==> src/rtl/kdc_pkg.sv <==
// ----------------------------------------------------------------------------
// kdc_pkg
// Types and constants shared by the key debounce, click and long-press core.
// ----------------------------------------------------------------------------
package kdc_pkg;

  localparam int unsigned CNT_W  = 8;
  localparam int unsigned TICK_W = 32;

  // Register map, indexed by cfg_paddr[2]
  typedef logic reg_idx_t;
  localparam reg_idx_t REG_DEBOUNCE   = 1'b0;
  localparam reg_idx_t REG_LONG_PRESS = 1'b1;

  localparam logic [CNT_W-1:0]  DEBOUNCE_RESET   = 8'd3;
  localparam logic [TICK_W-1:0] LONG_PRESS_RESET = 32'd100;

  // Event queue depth: room for two events per item plus slack
  localparam int unsigned EVQ_DEPTH = 4;

  typedef enum logic [1:0] {
    EV_DOWN  = 2'd0,
    EV_UP    = 2'd1,
    EV_CLICK = 2'd2,
    EV_LONG  = 2'd3
  } ev_kind_t;

  typedef struct packed {
    logic              seeded;
    logic              stable;
    logic              cand;
    logic [CNT_W-1:0]  cnt;
    logic              started;
    logic              long_sent;
    logic [TICK_W-1:0] tick;
  } key_state_t;

  // Events caused by one sample: count (0..2) and kinds in order
  typedef struct packed {
    logic [1:0] num;
    ev_kind_t   k0;
    ev_kind_t   k1;
  } ev_pair_t;

  typedef struct packed {
    logic     key;
    ev_kind_t kind;
    logic     last;
  } ev_t;

endpackage

==> src/rtl/kdc_key_eval.sv <==
// ----------------------------------------------------------------------------
// kdc_key_eval
// Debounce and press-sequence update for one sample of one key.
// ----------------------------------------------------------------------------
module kdc_key_eval (
  input  kdc_pkg::key_state_t               st,
  input  logic                              act,
  input  logic [kdc_pkg::TICK_W-1:0]        now,
  input  logic [kdc_pkg::CNT_W-1:0]         db_cnt,
  input  logic [kdc_pkg::TICK_W-1:0]        lp_ticks,
  output kdc_pkg::key_state_t               st_nxt,
  output kdc_pkg::ev_pair_t                 ev
);

  logic                       cand_n;
  logic [kdc_pkg::CNT_W-1:0]  cnt_n;
  logic                       change;
  logic                       down;
  logic                       up;
  logic                       click;
  logic                       long_ev;
  logic                       stable_n;
  logic                       started_n;
  logic                       long_mid;
  logic [kdc_pkg::TICK_W-1:0] tick_n;
  logic [kdc_pkg::TICK_W-1:0] held;

  always_comb begin
    // restart the count on a disagreeing sample, else saturate at threshold
    if (act != st.cand) begin
      cand_n = act;
      cnt_n  = kdc_pkg::CNT_W'(1);
    end else if (st.cnt < db_cnt) begin
      cand_n = st.cand;
      cnt_n  = st.cnt + kdc_pkg::CNT_W'(1);
    end else begin
      cand_n = st.cand;
      cnt_n  = st.cnt;
    end

    change    = (cnt_n >= db_cnt) && (st.stable != cand_n);
    stable_n  = change ? cand_n : st.stable;
    down      = change && cand_n;
    up        = change && !cand_n && st.started;
    click     = up && !st.long_sent;
    tick_n    = down ? now : st.tick;
    started_n = down ? 1'b1 : (up ? 1'b0 : st.started);
    long_mid  = down ? 1'b0 : st.long_sent;

    // tick difference wraps modulo 2^32
    held    = now - tick_n;
    long_ev = stable_n && started_n && !long_mid && (held >= lp_ticks);
  end

  always_comb begin
    st_nxt = st;
    ev     = '{num: 2'd0, k0: kdc_pkg::EV_DOWN, k1: kdc_pkg::EV_LONG};
    if (!st.seeded) begin
      // first sample only seeds the levels and the tick
      st_nxt.seeded  = 1'b1;
      st_nxt.stable  = act;
      st_nxt.cand    = act;
      st_nxt.tick    = now;
      st_nxt.started = 1'b0;
    end else begin
      st_nxt.cand      = cand_n;
      st_nxt.cnt       = cnt_n;
      st_nxt.stable    = stable_n;
      st_nxt.started   = started_n;
      st_nxt.tick      = tick_n;
      st_nxt.long_sent = long_mid | long_ev;

      if (down) begin
        ev.k0  = kdc_pkg::EV_DOWN;
        ev.k1  = kdc_pkg::EV_LONG;
        ev.num = long_ev ? 2'd2 : 2'd1;
      end else if (up) begin
        ev.k0  = kdc_pkg::EV_UP;
        ev.k1  = kdc_pkg::EV_CLICK;
        ev.num = click ? 2'd2 : 2'd1;
      end else if (long_ev) begin
        ev.k0  = kdc_pkg::EV_LONG;
        ev.num = 2'd1;
      end
    end
  end

endmodule

==> src/rtl/kdc_evq.sv <==
// ----------------------------------------------------------------------------
// kdc_evq
// Small event queue: takes up to two events per cycle, gives one per cycle while head_ready is high.
// ----------------------------------------------------------------------------
module kdc_evq (
  input  logic          clk,
  input  logic          rst_n,
  input  logic [1:0]    push_num,
  input  kdc_pkg::ev_t  push0,
  input  kdc_pkg::ev_t  push1,
  output logic          room2,
  output logic          head_valid,
  input  logic          head_ready,
  output kdc_pkg::ev_t  head
);

  localparam int unsigned PW = $clog2(kdc_pkg::EVQ_DEPTH);
  localparam int unsigned CW = $clog2(kdc_pkg::EVQ_DEPTH + 1);

  kdc_pkg::ev_t    mem_r [kdc_pkg::EVQ_DEPTH];
  logic [PW-1:0]   wr_ptr_r;
  logic [PW-1:0]   wr_ptr_nxt;
  logic [PW-1:0]   rd_ptr_r;
  logic [PW-1:0]   rd_ptr_nxt;
  logic [CW-1:0]   count_r;
  logic [CW-1:0]   count_nxt;
  logic            pop;

  assign pop        = head_valid && head_ready;
  assign head_valid = (count_r != '0);
  assign head       = mem_r[rd_ptr_r];
  assign room2      = (count_r <= CW'(kdc_pkg::EVQ_DEPTH - 2));

  always_comb begin
    wr_ptr_nxt = wr_ptr_r + PW'(push_num);
    rd_ptr_nxt = rd_ptr_r + PW'(pop);
    count_nxt  = count_r + CW'(push_num) - CW'(pop);
  end

  always_ff @(posedge clk) begin
    if (!rst_n) begin
      wr_ptr_r <= '0;
      rd_ptr_r <= '0;
      count_r  <= '0;
    end else begin
      wr_ptr_r <= wr_ptr_nxt;
      rd_ptr_r <= rd_ptr_nxt;
      count_r  <= count_nxt;
    end
  end

  always_ff @(posedge clk) begin
    if (push_num != 2'd0) begin
      mem_r[wr_ptr_r] <= push0;
    end
    if (push_num == 2'd2) begin
      mem_r[wr_ptr_r + PW'(1)] <= push1;
    end
  end

endmodule

==> src/rtl/key_debounce_click_long_press_core.sv <==
// ----------------------------------------------------------------------------
// key_debounce_click_long_press_core
// An accepted item is held in the input register and evaluated there; its
// events are then written into the event queue, which drives out_*.
// Throughput: one item per cycle; an item with two events (DOWN plus
// LONG_PRESS, UP plus CLICK) leaves as two output transfers, and the input
// stalls while the event queue has fewer than two free slots.
// Reset (rst_n low, synchronous) clears all key state, empties the queue and
// loads the register defaults.
// ----------------------------------------------------------------------------
module key_debounce_click_long_press_core #(
  parameter int unsigned NUM_KEYS = 2
) (
  input  logic        clk,
  input  logic        rst_n,
  // input item stream
  input  logic        in_tvalid,
  output logic        in_tready,
  input  logic [39:0] in_tdata,   // [0] key_index, [1] level_active, [33:2] now_tick
  // event stream
  output logic        out_tvalid,
  input  logic        out_tready,
  output logic [7:0]  out_tdata,  // [0] event_key
  output logic [1:0]  out_tuser,  // [1:0] event_kind
  output logic        out_tlast,  // last_of_run
  // configuration
  input  logic        cfg_psel,
  input  logic        cfg_penable,
  input  logic        cfg_pwrite,
  input  logic [2:0]  cfg_paddr,
  input  logic [31:0] cfg_pwdata,
  output logic [31:0] cfg_prdata,
  output logic        cfg_pready
);

  localparam int unsigned KW = (NUM_KEYS > 1) ? $clog2(NUM_KEYS) : 1;

  // configuration registers
  logic [kdc_pkg::CNT_W-1:0]  db_cnt_r;
  logic [kdc_pkg::TICK_W-1:0] lp_ticks_r;
  logic                       cfg_wr;
  kdc_pkg::reg_idx_t          cfg_sel;

  // input register
  logic                       in_vld_r;
  logic                       key_r;
  logic                       act_r;
  logic [kdc_pkg::TICK_W-1:0] now_r;

  kdc_pkg::key_state_t        key_st_r [NUM_KEYS];
  kdc_pkg::key_state_t        st_cur;
  kdc_pkg::key_state_t        st_nxt;
  kdc_pkg::ev_pair_t          ev;
  logic                       in_range;
  logic [KW-1:0]              idx;
  logic                       fire;
  logic                       room2;
  logic [1:0]                 push_num;
  kdc_pkg::ev_t               push0;
  kdc_pkg::ev_t               push1;
  kdc_pkg::ev_t               head;

  // ---------------------------------------------------------------- config
  assign cfg_pready = 1'b1;
  assign cfg_wr     = cfg_psel && cfg_penable && cfg_pwrite && cfg_pready;
  assign cfg_sel    = cfg_paddr[2];

  always_comb begin
    unique case (cfg_sel)
      kdc_pkg::REG_DEBOUNCE:   cfg_prdata = 32'(db_cnt_r);
      kdc_pkg::REG_LONG_PRESS: cfg_prdata = lp_ticks_r;
      default:                 cfg_prdata = '0;
    endcase
  end

  always_ff @(posedge clk) begin
    if (!rst_n) begin
      db_cnt_r   <= kdc_pkg::DEBOUNCE_RESET;
      lp_ticks_r <= kdc_pkg::LONG_PRESS_RESET;
    end else if (cfg_wr) begin
      unique case (cfg_sel)
        kdc_pkg::REG_DEBOUNCE:   db_cnt_r   <= cfg_pwdata[kdc_pkg::CNT_W-1:0];
        kdc_pkg::REG_LONG_PRESS: lp_ticks_r <= cfg_pwdata;
        default:                 ;
      endcase
    end
  end

  // ---------------------------------------------------------------- input
  assign fire      = in_vld_r && room2;
  assign in_tready = !in_vld_r || fire;

  always_ff @(posedge clk) begin
    if (!rst_n) begin
      in_vld_r <= 1'b0;
    end else if (in_tready) begin
      in_vld_r <= in_tvalid;
    end
  end

  always_ff @(posedge clk) begin
    if (in_tready && in_tvalid) begin
      key_r <= in_tdata[0];
      act_r <= in_tdata[1];
      now_r <= in_tdata[33:2];
    end
  end

  // ---------------------------------------------------------------- evaluate
  assign in_range = (32'(key_r) < NUM_KEYS);
  assign idx      = in_range ? KW'(key_r) : '0;
  assign st_cur   = key_st_r[idx];

  kdc_key_eval u_eval (
    .st       (st_cur),
    .act      (act_r),
    .now      (now_r),
    .db_cnt   (db_cnt_r),
    .lp_ticks (lp_ticks_r),
    .st_nxt   (st_nxt),
    .ev       (ev)
  );

  // state is written at the end of the evaluate cycle, so the next item
  // in the input register already sees it
  always_ff @(posedge clk) begin
    if (!rst_n) begin
      for (int i = 0; i < NUM_KEYS; i++) begin
        key_st_r[i] <= '0;
      end
    end else if (fire && in_range) begin
      key_st_r[idx] <= st_nxt;
    end
  end

  assign push_num = (fire && in_range) ? ev.num : 2'd0;
  assign push0    = '{key: key_r, kind: ev.k0, last: (ev.num == 2'd1)};
  assign push1    = '{key: key_r, kind: ev.k1, last: 1'b1};

  kdc_evq u_evq (
    .clk        (clk),
    .rst_n      (rst_n),
    .push_num   (push_num),
    .push0      (push0),
    .push1      (push1),
    .room2      (room2),
    .head_valid (out_tvalid),
    .head_ready (out_tready),
    .head       (head)
  );

  assign out_tdata = {7'd0, head.key};
  assign out_tuser = head.kind;
  assign out_tlast = head.last;

endmodule

==> config.mk <==
export PLATFORM = sky130hd
export DESIGN_NAME = key_debounce_click_long_press_core
export DESIGN_NICKNAME = d
export VERILOG_FILES = /design/src/rtl/kdc_pkg.sv /design/src/rtl/kdc_key_eval.sv /design/src/rtl/kdc_evq.sv /design/src/rtl/key_debounce_click_long_press_core.sv
export SDC_FILE = /design/constraint.sdc
export NUM_CORES = 1
export LEC_CHECK = 0
export BUFFER_PORTS_ARGS = -buffer_cell sky130_fd_sc_hd__buf_2
export CAP_MARGIN = 15
export CORE_MARGIN = 5
export CORE_UTILIZATION = 50
export DETAILED_ROUTE_END_ITERATION = 12
export PLACE_DENSITY = 0.7
export SYNTH_ARGS = -nofsm -noshare
export SYNTH_HDL_FRONTEND = slang
export SYNTH_SLANG_ARGS = --single-unit
==> constraint.sdc <==
create_clock -name clk -period 27.3 [get_ports clk]
set_clock_uncertainty 0.15 [all_clocks]
set_input_delay 5.46 -clock clk [delete_from_list [all_inputs] [get_ports clk]]
set_output_delay 5.46 -clock clk [all_outputs]
set_load 0.05 [all_outputs]
==> reports/qor.json <==
{
  "status": {
    "outcome": "completed"
  },
  "clock_network": {
    "htree_num_levels": 4,
    "clock_slew_at_the_register_clock_pins_of_the_worst_setup_and_hold_paths_ps": 70,
    "cts_hold_buffers": 0,
    "tritoncts_num_sinks": 189,
    "cts_tree": "built",
    "post_cts_resized": 0,
    "cts_root_buf": "sky130_fd_sc_hd__clkbuf_16",
    "ctsLongestPathBuffers": 2,
    "insertion_delay_ps": 450,
    "post-cts-setup-buffers": 0,
    "tritoncts.num_buffers": 17
  },
  "synth": {
    "synthDistinctLibCells": 72,
    "ys_dominant_reg_cell": "sky130_fd_sc_hd__edfxtp_1",
    "synth_seq_area_share_pct": 44.6,
    "post_synth_inst_count": 1234,
    "synth_enable_flop_cells": 130,
    "ys_ff_latch": 189,
    "post_synthesis_cell_area_um2": 11400,
    "yosys_warnings": 0,
    "asyncSetResetFlopFracSynth_pct": 0,
    "avgSynthCellArea_um2": 9.24
  },
  "die": {
    "initial_core_util_pct": 50.5,
    "core_area_um2": 22600,
    "die_h_um": 161,
    "die_area_um2": 25900,
    "width_of_the_die_um": 161,
    "fp-row-count": 55,
    "ios": 128
  },
  "layout": {
    "post_route_cells_drive_above_1_share_pct": 14.5,
    "layout.cells.most_common": "sky130_fd_sc_hd__nand2_1",
    "finalNonFillerCells": 1619,
    "area.growth.synth_to_final_pct": 11.8,
    "antenna_cells": 0,
    "highest_count_cells_in_the_layout_ignoring_fill_and_taps": "sky130_fd_sc_hd__nand2_1 (189), sky130_fd_sc_hd__nor2_1 (139), sky130_fd_sc_hd__edfxtp_1 (130)",
    "fillers": 2035,
    "layout.nets": 1491
  },
  "power": {
    "p_leak_nw": 5.21,
    "totalPowerFinal_uw": 985,
    "irDropWorstVdd_uv": 37.9,
    "power_density_nw_per_um2": 77.3
  },
  "timing": {
    "timing_worst_slew_pin_value_ps": 990,
    "time_the_worst_path_needs_with_i_o_delays_and_setup_ps": 13130,
    "final.period_utilization_pct": 48.1,
    "final_hold_viol_count": 0,
    "report.final.slew_viol_count": 0,
    "post-route-worst-setup-slack_ps": 14170,
    "finalSetupViolCount": 0,
    "hold_ws_ps": 306,
    "setup_total_negative_slack_ps": 0,
    "rsz0062_at_grt": "false",
    "relSlewSlack_pct": 34.0,
    "highest_clock_rate_ghz": 0.0762
  },
  "worst_setup_path": {
    "max_stage_delay_ps": 870,
    "critical_path_required_ps": 21690,
    "cp.buffers_inverters": 3,
    "worst-path-max-fanout": 26,
    "critPathCaptureType": "output pin",
    "critical_path.startpoint_type": "input pin",
    "worst_path_dominant_cell_family": "buffers and inverters",
    "cp_slowest_cell": "sky130_fd_sc_hd__clkinv_1",
    "critical_setup_path_class": "in2out",
    "arrival_ps": 7520,
    "crit_top_cell": "sky130_fd_sc_hd__buf_2",
    "worstSetupStartpoint": "cfg_paddr[2]",
    "timing.critical_path.cells": "buf_2 > clkinv_1 > nor2_1 > buf_2"
  },
  "global_routing": {
    "number_of_antenna_violations_at_the_first_check_in_global_routing": 0,
    "vias_in_the_first_global_route": 8585,
    "gr-total-overflow": 0,
    "grt_util_all_layers_pct": 20.6,
    "wire_length_of_the_first_global_routing_pass_mm": 42.9,
    "maximum_number_of_pins_on_one_net_before_global_route_repair": 56
  },
  "route": {
    "first_iter_violations": 622,
    "ant_nets": 0,
    "routedWlPerCell_um": 16.7,
    "vias_per_cell": 5.59,
    "drt_drc_violations_left": 0,
    "wl_mm": 27.0,
    "met2WireLength_mm": 12.5,
    "top_signal_layer_used": "met4",
    "vias": 9050,
    "drtPass1Iterations": 6,
    "routed-wl-met3_mm": 1.68,
    "detail_route.wirelength.met1_mm": 12.3
  },
  "worst_hold_path": {
    "timing.hold.worst.class": "reg2reg",
    "hold_path_startpoint": "lp_ticks_r[25]$_SDFFE_PN0P_"
  },
  "flow_run": {
    "cap_viol_max_count": 0
  },
  "place": {
    "gp_congestion": 0.917,
    "dp.cells": 1587,
    "place_hpwl_mm": 18.8,
    "io_buffers": 111,
    "minimum_setup_slack_after_placement_ps": 14190
  }
}
[report_power, final]
| part | total (mW) | leakage (nW) | switching, mW | internal, mW |
|---|---|---|---|---|
| clock network | 0.245 | 0.285 | 0.123 | 0.122 |
| logic | 0.398 | 3.13 | 0.237 | 0.161 |
| registers | 0.342 | 1.79 | 0.0121 | 0.330 |
| total | 0.985 | 5.21 | 0.372 | 0.613 |
[cell families after synthesis]
group	synth area share, %
simple gates	16.3
compound gates	16.2
flops	44.6
buf+inv	4.56
fa+ha+maj	9.79
mux	5.66
xor+xnor	2.77
other cells	0.0659
[sequential cells by signal, indices dropped and copies added (netlist names), named ones only]
register and flops:
lp_ticks_r 32, key_st_r 90, u_evq.wr_ptr_r 2, now_r 32, idx 1, in_vld_r 1
db_cnt_r 8, act_r 1, u_evq.rd_ptr_r 2, u_evq.count_r 3, u_evq.mem_r 16
[layout make-up]
class,count,area (um2),area share [%]
clock buffer,18,429,3.37
tap,285,357,2.80
sequential,189,5090,39.9
clock inverter,14,144,1.13
inverter,66,248,1.94
multi-input combinational,925,5840,45.8
timing repair buffer,122,638,5.01
[cell usage after synthesis, types with 16 or more instances]
library cell               number  share of area, %
sky130_fd_sc_hd__nand2_1      192               6.3
sky130_fd_sc_hd__clkbuf_1      42               1.4
sky130_fd_sc_hd__xnor2_1       22               1.7
sky130_fd_sc_hd__mux2i_1       42               3.7
sky130_fd_sc_hd__ha_1          86               9.4
sky130_fd_sc_hd__a21oi_1       96               4.2
sky130_fd_sc_hd__o21ai_0       96               4.2
sky130_fd_sc_hd__dfxtp_1       59                10
sky130_fd_sc_hd__nor3_1        21              0.92
sky130_fd_sc_hd__edfxtp_1     130                34
sky130_fd_sc_hd__inv_1         65               2.1
sky130_fd_sc_hd__o21a_1        16               1.1
sky130_fd_sc_hd__nor2_1       140               4.6
[worst register-to-register path: cells and delay by family (launching register included)]
| kind | cells | cell delay [ps] |
|---|---|---|
| muxes | 1 | 530 |
| buffers and inverters | 3 | 1030 |
| xor gates and xnor gates | 3 | 450 |
| AOI/OAI and AO/OA | 19 | 3640 |
| adders and majority gates | 6 | 1760 |
| DFF | 1 | 320 |
| and+or+nand+nor | 14 | 3190 |
[path summary, 6_finish.rpt]
path,endpoint,slack (ps),cells after the start
setup / recovery,cfg_prdata[8],14170,4
hold / removal,lp_ticks_r[25]$_SDFFE_PN0P_,310,2
setup reg to reg,u_evq.count_r[2]$_SDFF_PN0_,16100,46
hold reg to reg,lp_ticks_r[25]$_SDFFE_PN0P_,310,2
[layer usage]
metal  global-route usage (%)  up-vias
met5                        0        -
met4                     6.20        0
met3                     3.62       36
met2                     34.4      271
met1                     27.5     4196
li1                         -     4547
[per-stage QoR]
step	utilization [%]	area, um2
CTS	56.5	12700
finish	56.5	12700
floorplan	-	11400
detailed placement	53.9	12200
global placement	53.9	12200
global route	56.5	12700
No activity file was read; power rests on OpenSTA's default activity.
